## src/design/csm_pkg.sv

```systemverilog
// Package with the shared types, constants and tables of the column softmax block.
package csm_pkg;

  typedef enum logic [2:0] {
    ST_LOAD,
    ST_SUM,
    ST_EMIT,
    ST_DIV,
    ST_OUT
  } csm_state_t;

  typedef enum logic [1:0] {
    EX_IDLE,
    EX_PREP,
    EX_ROOT,
    EX_ROUND
  } exp_phase_t;

  localparam logic [16:0] LOG2E_Q16 = 17'd94548;
  localparam logic [16:0] PROB_ONE  = 17'd65536;

  function automatic logic [31:0] root_entry(input logic [3:0] j);
    logic [31:0] r;
    unique case (j)
      4'd1:    r = 32'd1518500250;
      4'd2:    r = 32'd1805811302;
      4'd3:    r = 32'd1969251188;
      4'd4:    r = 32'd2056437386;
      4'd5:    r = 32'd2101467501;
      4'd6:    r = 32'd2124351003;
      4'd7:    r = 32'd2135885998;
      4'd8:    r = 32'd2141676973;
      4'd9:    r = 32'd2144578345;
      4'd10:   r = 32'd2146030506;
      4'd11:   r = 32'd2146756953;
      4'd12:   r = 32'd2147120270;
      default: r = 32'd2147483648;
    endcase
    return r;
  endfunction

endpackage

```

## src/design/csm_ram.sv

```systemverilog
// Generic single-port-write, registered-read RAM.
module csm_ram #(
  parameter int WIDTH = 16,
  parameter int DEPTH = 64
) (
  input  logic                     clk,
  input  logic                     wr_en,
  input  logic [$clog2(DEPTH)-1:0] wr_addr,
  input  logic [WIDTH-1:0]         wr_data,
  input  logic [$clog2(DEPTH)-1:0] rd_addr,
  output logic [WIDTH-1:0]         rd_data
);

  logic [WIDTH-1:0] mem [DEPTH];

  always_ff @(posedge clk) begin
    if (wr_en) begin
      mem[wr_addr] <= wr_data;
    end
    rd_data <= mem[rd_addr];
  end

endmodule

```

## src/design/csm_exp.sv

```systemverilog
// Sequential exponential unit: 2^(-d*log2 e) by a root table, one table step a cycle.
module csm_exp #(
  parameter int EXP_TABLE_BITS = 8
) (
  input  logic        clk,
  input  logic        rst,
  input  logic        start,
  input  logic [15:0] diff,
  output logic        done,
  output logic [16:0] result
);
  import csm_pkg::*;

  localparam int CW = $clog2(EXP_TABLE_BITS + 2);

  exp_phase_t                phase, phase_next;
  logic [32:0]               prod;
  logic [32:0]               prod_next;
  logic [EXP_TABLE_BITS-1:0] frac;
  logic [8:0]                kint;
  logic [31:0]               mant;
  logic [CW-1:0]             step;
  logic [63:0]               mul;
  logic [4:0]                shamt;
  logic [32:0]               rounded;

  assign prod_next = 33'({17'd0, diff} * {16'd0, LOG2E_Q16});
  assign mul       = 64'(mant) * 64'(root_entry(4'(step)));
  assign shamt     = 5'(9'd15 + kint);
  assign rounded   = (33'(mant) + (33'd1 << (shamt - 5'd1))) >> shamt;

  always_comb begin
    phase_next = phase;
    unique case (phase)
      EX_IDLE: if (start) phase_next = EX_PREP;
      EX_PREP: phase_next = EX_ROOT;
      EX_ROOT: if (step == CW'(EXP_TABLE_BITS)) phase_next = EX_ROUND;
      default: phase_next = EX_IDLE;
    endcase
  end

  always_ff @(posedge clk) begin
    if (rst) begin
      phase <= EX_IDLE;
      done  <= 1'b0;
    end else begin
      phase <= phase_next;
      done  <= 1'b0;
      unique case (phase)
        EX_IDLE: begin
          if (start) begin
            prod <= prod_next;
          end
        end
        EX_PREP: begin
          kint <= prod[32:24];
          frac <= prod[23 -: EXP_TABLE_BITS];
          mant <= 32'h8000_0000;
          step <= CW'(1);
        end
        EX_ROOT: begin
          // The fraction is consumed from its top bit down, one root per step.
          if (frac[EXP_TABLE_BITS-1]) begin
            mant <= 32'((mul + 64'd1073741824) >> 31);
          end
          frac <= frac << 1;
          if (step != CW'(EXP_TABLE_BITS)) begin
            step <= step + CW'(1);
          end
        end
        default: begin
          result <= (kint > 9'd16) ? 17'd0 : 17'(rounded);
          done   <= 1'b1;
        end
      endcase
    end
  end

endmodule

```

## src/design/column_softmax_top.sv

```systemverilog
// Top level of the column softmax block.
// Loading accepts one score per cycle. On the closing transfer the column is
// swept twice: first for the exponential sum, then for exponential and
// 24-step division per score, each result transfer waiting for m_tready.
// The exponential unit and the restoring divider set the time per score.
// Synchronous active-high reset empties the column; the store holds no reset.
module column_softmax_top #(
  parameter int MAX_LEN        = 64,
  parameter int EXP_TABLE_BITS = 8
) (
  input  logic        clk,
  input  logic        rst,
  // s_tdata: score_value[15:0]; s_tlast: column_end.
  input  logic        s_tvalid,
  output logic        s_tready,
  input  logic [15:0] s_tdata,
  input  logic        s_tlast,
  // m_tdata: probability[16:0], zero filled to 24 bits; m_tlast: final_result;
  // m_tuser: overflow_seen.
  output logic        m_tvalid,
  input  logic        m_tready,
  output logic [23:0] m_tdata,
  output logic        m_tlast,
  output logic        m_tuser
);
  import csm_pkg::*;

  localparam int AW = (MAX_LEN > 1) ? $clog2(MAX_LEN) : 1;
  localparam int CW = $clog2(MAX_LEN + 1);

  csm_state_t state, state_next;

  logic [CW-1:0]        count;
  logic [CW-1:0]        idx;
  logic signed [15:0]   running_max;
  logic [23:0]          exp_sum;
  logic                 dropped;
  logic                 rd_wait;
  logic                 exp_busy;
  logic [AW-1:0]        rd_addr;
  logic [15:0]          rd_data;
  logic                 wr_en;
  logic                 exp_start;
  logic                 exp_done;
  logic [16:0]          exp_val;
  logic [15:0]          diff;
  logic [32:0]          dividend;
  logic [40:0]          rem;
  logic [40:0]          num;
  logic [16:0]          quot;
  logic [4:0]           div_step;
  logic [41:0]          trial;
  logic [16:0]          prob;
  logic                 last_out;

  // The store is only written during loading, while the fill count is below MAX_LEN.
  assign s_tready = (state == ST_LOAD);
  assign wr_en    = s_tvalid && s_tready && (count < CW'(MAX_LEN));

  csm_ram #(.WIDTH(16), .DEPTH(MAX_LEN)) u_store (
    .clk     (clk),
    .wr_en   (wr_en),
    .wr_addr (AW'(count)),
    .wr_data (s_tdata),
    .rd_addr (rd_addr),
    .rd_data (rd_data)
  );

  assign rd_addr   = AW'(idx);
  assign diff      = 16'(running_max - $signed(rd_data));
  assign exp_start = rd_wait;

  csm_exp #(.EXP_TABLE_BITS(EXP_TABLE_BITS)) u_exp (
    .clk    (clk),
    .rst    (rst),
    .start  (exp_start),
    .diff   (diff),
    .done   (exp_done),
    .result (exp_val)
  );

  // Rounded numerator e * 65536 + sum / 2. The quotient never exceeds 65536,
  // so the bits above the low 24 are always below the sum and can seed the
  // remainder, leaving 24 restoring steps of one bit a cycle.
  assign dividend = {exp_val, 16'd0} + 33'(exp_sum >> 1);
  assign trial    = {rem, num[40]} - {18'd0, exp_sum};

  always_comb begin
    state_next = state;
    unique case (state)
      ST_LOAD: if (s_tvalid && s_tlast) state_next = ST_SUM;
      ST_SUM:  if (exp_done && idx == count - CW'(1)) state_next = ST_EMIT;
      ST_EMIT: if (exp_done) state_next = ST_DIV;
      ST_DIV:  if (div_step == 5'd0) state_next = ST_OUT;
      default: if (m_tready) state_next = last_out ? ST_LOAD : ST_EMIT;
    endcase
  end

  always_comb begin
    m_tvalid = (state == ST_OUT);
    m_tdata  = {7'd0, prob};
    m_tlast  = last_out;
    m_tuser  = dropped;
  end

  always_ff @(posedge clk) begin
    if (rst) begin
      state       <= ST_LOAD;
      count       <= '0;
      idx         <= '0;
      running_max <= -16'sd32768;
      exp_sum     <= '0;
      dropped     <= 1'b0;
      rd_wait     <= 1'b0;
      exp_busy    <= 1'b0;
    end else begin
      state   <= state_next;
      rd_wait <= 1'b0;
      unique case (state)
        ST_LOAD: begin
          if (s_tvalid) begin
            if (wr_en) begin
              count <= count + CW'(1);
              if ($signed(s_tdata) > running_max) running_max <= $signed(s_tdata);
            end else begin
              dropped <= 1'b1;
            end
            idx      <= '0;
            exp_sum  <= '0;
            exp_busy <= 1'b0;
          end
        end
        ST_SUM, ST_EMIT: begin
          if (!exp_busy) begin
            exp_busy <= 1'b1;
            rd_wait  <= 1'b1;
          end
          if (exp_done) begin
            exp_busy <= 1'b0;
            if (state == ST_SUM) begin
              exp_sum <= exp_sum + 24'(exp_val);
              idx     <= (idx == count - CW'(1)) ? '0 : idx + CW'(1);
            end else begin
              num      <= {dividend[23:0], 17'd0};
              rem      <= 41'(dividend[32:24]);
              div_step <= 5'd23;
            end
          end
        end
        ST_DIV: begin
          num <= {num[39:0], 1'b0};
          if (!trial[41]) begin
            rem  <= trial[40:0];
            quot <= {quot[15:0], 1'b1};
          end else begin
            rem  <= {rem[39:0], num[40]};
            quot <= {quot[15:0], 1'b0};
          end
          if (div_step != 5'd0) div_step <= div_step - 5'd1;
          last_out <= (idx == count - CW'(1));
        end
        default: begin
          if (m_tready) begin
            idx <= idx + CW'(1);
            if (last_out) begin
              count       <= '0;
              running_max <= -16'sd32768;
              exp_sum     <= '0;
              dropped     <= 1'b0;
            end
          end
        end
      endcase
    end
  end

  // The quotient sits in the low bits; it is held to one at most.
  always_comb begin
    if (exp_sum == 24'd0) prob = 17'd0;
    else prob = (quot > PROB_ONE) ? PROB_ONE : quot;
  end

endmodule
```

## config.mk

```make
export PLATFORM = sky130hd
export DESIGN_NAME = column_softmax_top
export DESIGN_NICKNAME = d
export VERILOG_FILES = /design/src/design/csm_pkg.sv /design/src/design/csm_ram.sv /design/src/design/csm_exp.sv /design/src/design/column_softmax_top.sv
export SDC_FILE = /design/constraint.sdc
export NUM_CORES = 2
export LEC_CHECK = 0
export BUFFER_PORTS_ARGS = -buffer_cell sky130_fd_sc_hd__buf_2
export CORE_AREA = 4 4 418 420
export DETAILED_ROUTE_END_ITERATION = 10
export DIE_AREA = 0 0 422 424
export PLACE_DENSITY = 0.72
export SYNTH_ARGS = -nofsm -noshare
export SYNTH_HDL_FRONTEND = slang
export SYNTH_HIERARCHICAL = 1
export SYNTH_SLANG_ARGS = --single-unit
```

## constraint.sdc

```tcl
create_clock -name clk -period 10.1 [get_ports clk]
set_input_delay 0.505 -clock clk [delete_from_list [all_inputs] [get_ports clk]]
set_output_delay 0.505 -clock clk [all_outputs]
set_load 0.05 [all_outputs]
```

**Word-level counts from Yosys, hierarchy flattened**

Memories as Yosys holds them, arrays and structs flattened. A register that Yosys moved wholly into a read port is not among the register bits.
Cells that the tools add are included.

- Bits in registers: 269
- Latch bits: 0
- RAM bits: 1024
- ROM bits: 512
- Input bits: 21
- Output and inout port bits: 28
- Word-level logic and storage cells: 177
- Memories kept: 2

Memory list:

| memory | depth | width | read ports | clocked after Yosys merged registers in | wr ports | RTL line | RTL |
|---|---|---|---|---|---|---|---|
| u_store.mem | 64 | 16 | 1 | 1 | 1 | csm_ram.sv:14 | `logic [WIDTH-1:0] mem [DEPTH];` |
| (no name shown) | 16 | 32 | 1 | 1 | 0 | csm_pkg.sv:24 | `unique case (j)` |

- $add $sub $neg: 13
- Multipliers: 2
- Divide/modulo/power cells: 0
- Order comparisons: 4
- Equality and inequality tests: 25
- Shift operators: 2
- Multiplexer cells: 65
- Bitwise logic cells: 5
- Reduce and logical (&&, ||, !) cells: 38

Operator list:

| cell | number |
|---|---|
| two-way mux 41 bit | 5 |
| one-hot mux 41 bit (2 select lines) | 2 |
| two-way mux 24 bit | 5 |
| two-way mux 16 bit | 5 |
| one-hot mux 24 bit (3 select lines) | 1 |
| one-hot mux 32 bit (2 select lines) | 1 |
| adder 63 x 31 -> 63 bit (second input constant) | 1 |
| multiplier 32 x 32 -> 63 bit | 1 |
| two-way mux 7 bit | 9 |
| subtractor 42 x 24 -> 42 bit | 1 |
| two-way mux 17 bit | 2 |
| adder 32 x 33 -> 33 bit | 1 |
| adder 33 x 23 -> 33 bit | 1 |
| left shift 1 x 5 -> 33 bit (first input constant) | 1 |
| >> shifter 33 x 5 -> 17 bit | 1 |
| two-way mux 32 bit | 1 |
| one-hot mux 16 bit (2 select lines) | 1 |
| multiplier 16 x 15 -> 31 bit (second input constant) | 1 |
| AND reduction 5 bit | 5 |
| adder 24 x 17 -> 24 bit | 1 |
| logical NOT 24 bit | 1 |
| one-hot mux 7 bit (3 select lines) | 1 |
| greater-than comparator 17 bit (second input constant) | 1 |
| greater-than comparator 16 bit | 1 |
| other kinds (44) | 104 |

**Depth between registers and ports, before layout**

- Depth after elaboration: 6
- Mapped depth: 30
- Mapped depth without buffers: 30

**By module**

The synthesis kept the hierarchy.

Modules (own cells, without submodules):

| module | instances | cells each | area an instance (µm²) | seq. area each (µm²) |
|---|---|---|---|---|
| csm_exp | 1 | 4859 | 45214.6 | 3313.2 |
| csm_ram | 1 | 1820 | 39978.3 | 31069.8 |
| column_softmax_top | 1 | 1163 | 10232.3 | 3843.7 |

**Worst setup path after synthesis**

OpenSTA, ideal clock, no wires.

- Path kind: in2reg
- Start: in rst
- End: reg div_step[0], enable pin
- Library setup time: 375 ps
- Data arrival time: 8205 ps
- Required time: 9725 ps
- Setup slack: 1520 ps
- Stages on the path: 3
- Path buffers: 1
- Cell sequence: clkbuf_1 -> nor4b_1 -> a21boi_0

- Word-level cells in the longest chain between the ends: 2

RTL lines:

| item | RTL line | RTL |
|---|---|---|
| from (decl) | column_softmax_top.sv:12 | `input logic rst,` |
| NOT 1 bit (no line) | n/a |  |
| AND reduction 5 bit (no line) | n/a |  |
| to (signal assigned) | column_softmax_top.sv:159 | `if (div_step != 5'd0) div_step <= div_step - 5'd1;` |
| to (decl) | column_softmax_top.sv:51 | `logic [4:0] div_step;` |

No other way between the ends.
A chain may end at the register's enable or synchronous reset.

**Final worst setup path**

- Start: reg u_exp.mant[14]
- End: reg u_exp.mant[28] (data pin)

- Word-level cells in the longest chain between the ends: 4

RTL lines:

| item | RTL line | RTL |
|---|---|---|
| from (decl) | csm_exp.sv:21 | `logic [31:0] mant;` |
| from (signal assigned) | csm_exp.sv:64 | `mant <= 32'((mul + 64'd1073741824) >> 31);` |
| multiplier 32 x 32 -> 63 bit | csm_exp.sv:28 | `assign mul = 64'(mant) * 64'(root_entry(4'(step)));` |
| adder 63 x 31 -> 63 bit | csm_exp.sv:64 |  |
| two-way mux 32 bit | csm_exp.sv:63 | `if (frac[EXP_TABLE_BITS-1]) begin` |
| one-hot mux 32 bit (2 select lines) | csm_exp.sv:49 | `unique case (phase)` |

No other way between the ends. The select of a mux whose other input is x is not followed.

==> run summary <==
Main synth FF type -> edfxtp_1
post-route DRC violation count -> 0
Final Cell Area -> 103000 um2
CTS H-Tree Depth -> 4
Achievable Freq -> 0.106 GHz
clk sinks -> 1310
top-area cell type share of the netlist area -> 37.7%
CTS tree -> done
FFs w/ async S/R, synth -> 0%
worst slack at placement -> 0.927 ns
reg-to-reg endpoint -> u_exp/mant[28]
final setup vio count -> 0
clk buf depth -> 3
site row count -> 152
layout cell share with drive strength beyond 1 -> 9.68%
Critical-path top delay cell -> edfxtp_1
Synth area leader -> edfxtp_1
Synth Cell Area -> 95400 um2
hold path endpoint -> m_tuser
vias in the first global route -> 65000
gr usage total -> 27.6%
via count -> 61200
actual slew at the worst max-slew pin -> 1.37 ns
post-cts sizing count -> 0
status -> completed
CTS Buf Count -> 138
post-synth cell types -> 98
Final Wtd Congestion -> 0.970
Iter 0 DRT Violations -> 5827
Worst path top cell family by delay -> adder cells
Die Ht -> 424 um
Starting Density -> 55.8%
initial antenna violation count -> 5
main area contributors after synthesis -> edfxtp_1 (38%), fa_1 (20%), ha_1 (7.1%)
R2R setup slack -> 0.71 ns
final number of hold-violating endpoints -> 0
Critical Path Start Type -> flop
Hold Path Class -> input port to flop
RSZ-0062 raised after global routing -> no
setup ws final -> 0.706 ns
hold buffers post-CTS -> 0
drt first pass iters -> 5
clock skew after layout -> 0.0915 ns
Critical Path Max Stage Delay -> 1.06 ns
Congestion Overflow GR -> 0
Max Cap Violations -> 0
Avg WL per Cell -> 24.0 um
most frequent CP cell -> fa_1
Core Util, Final -> 60.1%
Reg-to-Reg Start -> u_exp/mant[14]
Final Slew Violations -> 0
Nets -> 9348
Worst-path clk slew -> 0.06 ns
WL final -> 244000 um
R2R depth -> 29
hold_sp -> s_tvalid
Port Buffer Count -> 41
Final Cycle Share -> 93.0%
first-pass GRT wire length -> 381000 um
Worst-Skew Late Latency -> 0.80 ns
Antenna Nets Post-Route -> 0
full die area -> 179000 um2
crit path max fanout -> 19
critical path data arrival time -> 9.94 ns
post-synthesis sequential area ratio -> 40.1%
worst path buffer plus inverter count -> 10
Post-synth EDFFs -> 1199
Post-CTS Setup Repair Bufs -> 0
Syn Inst Count -> 7842
Fin Setup TNS -> 0 ns
core box area -> 171000 um2
min cycle time layout -> 9.39 ns
DP Area -> 98200 um2
Hold Crit Depth -> 3
#FFs+latches synth -> 1310
average footprint of a synthesized cell -> 12.2 um2
pin count of the biggest net entering global routing -> 116
Root Buffer -> clkbuf_16
vias per cell -> 6.02
Req. time, crit path -> 10.64 ns
Slew HR -> 8.86%
I/O pins -> 49
Die Wd -> 422 um
Post-synth top cells -> edfxtp_1 (1199), inv_1 (1058), fa_1 (969)
Synth warnings -> 6
DP HPWL -> 172000 um
top-count cell post-synth -> edfxtp_1
CP Capture Type -> flop
P&R area growth vs syn -> 7.73%
Crit Path Class -> flop to flop
## cell usage in the layout (no fill, tap or decap), types with 44 or more instances in the layout
cell       count
a22oi_1       77
a21o_1        68
nor2b_1       71
nor3_1        59
mux2i_1      123
dfxtp_1      105
mux4_2       232
xor2_1        81
inv_1       1058
xnor2_1       99
nor2_1       286
a21oi_1      230
o21ai_0      154
edfxtp_1    1199
fa_1         969
and2_1       709
nand2_1      630
a31oi_1       44
buf_4        182
clkbuf_16    141
nand3_1       90
ha_1         545
## layout make-up
| class | instances | area [um2] |
|---|---|---|
| flip-flops and latches | 1310 | 38200 |
| well taps | 2233 | 2790 |
| diodes | 6 | 15.0 |
| multi-input cells | 5070 | 51500 |
| clock buffers | 166 | 3640 |
| fillers | 13100 | 68200 |
| inverters | 1062 | 3990 |
| repair buffers | 231 | 1720 |
| clock inverters | 87 | 950 |
## kinds of logic after synthesis
group,Yosys count,share of synthesized area (%)
flops,1310,40.1
mux,383,7.13
other cells,1,0.00393
compound gates,919,6.43
fa+ha+maj,1514,27.5
xor+xnor,183,1.68
simple gates,2064,11.1
buf+inv,1468,6.13
## registers in the layout, indices dropped and copies added (netlist names), 2 cells and up, named ones only
name,count
count,7
running_max,16
div_step,5
u_exp/step,4
u_exp/kint,9
exp_sum,24
u_exp/mant,32
u_store/rd_data,16
num,24
state,3
rem,41
u_exp/result,17
u_exp/frac,8
quot,17
idx,7
u_store/mem,1024
u_exp/phase,2
u_exp/prod,17
## routing by layer
layer | wire length, um | GRT usage [%]
met4 | 12600 | 12.5
met5 | 13 | 0
met2 | 119000 | 46.2
met3 | 18700 | 5.05
met1 | 93700 | 35.5
## through the flow
step | hold WS [ns] | std cells
2_1_floorplan | 0.400 | 7848
3_3_place_gp | 0.403 | 9905
3_5_place_dp | 0.405 | 9906
4_1_cts | 0.0438 | 10200
5_1_grt | 0.0860 | 10200
6_report | 0.104 | 10200
## tightest hold or removal path: stages
cell,delay [ns]
buf_2,0.18
a31oi_1,0.12
nor2_1,0.07
## worst max-delay path by stage
| stage | start | to | cells past startpoint |
|---|---|---|---|
| finish | u_exp/mant[14] | u_exp/mant[28] | 29 |
| global route | flop | u_exp/mant[28] | 29 |
| CTS | u_exp/mant[14] | u_exp/mant[28] | 29 |
| detailed placement | flop | u_exp/mant[28] | 29 |
| global placement | u_exp/mant[14] | u_exp/mant[18] | 25 |
| floorplan | rst | div_step[0] | 3 |
Power is not shown: default switching activity piles up to over one toggle a cycle in this logic, so the estimate is an artifact.
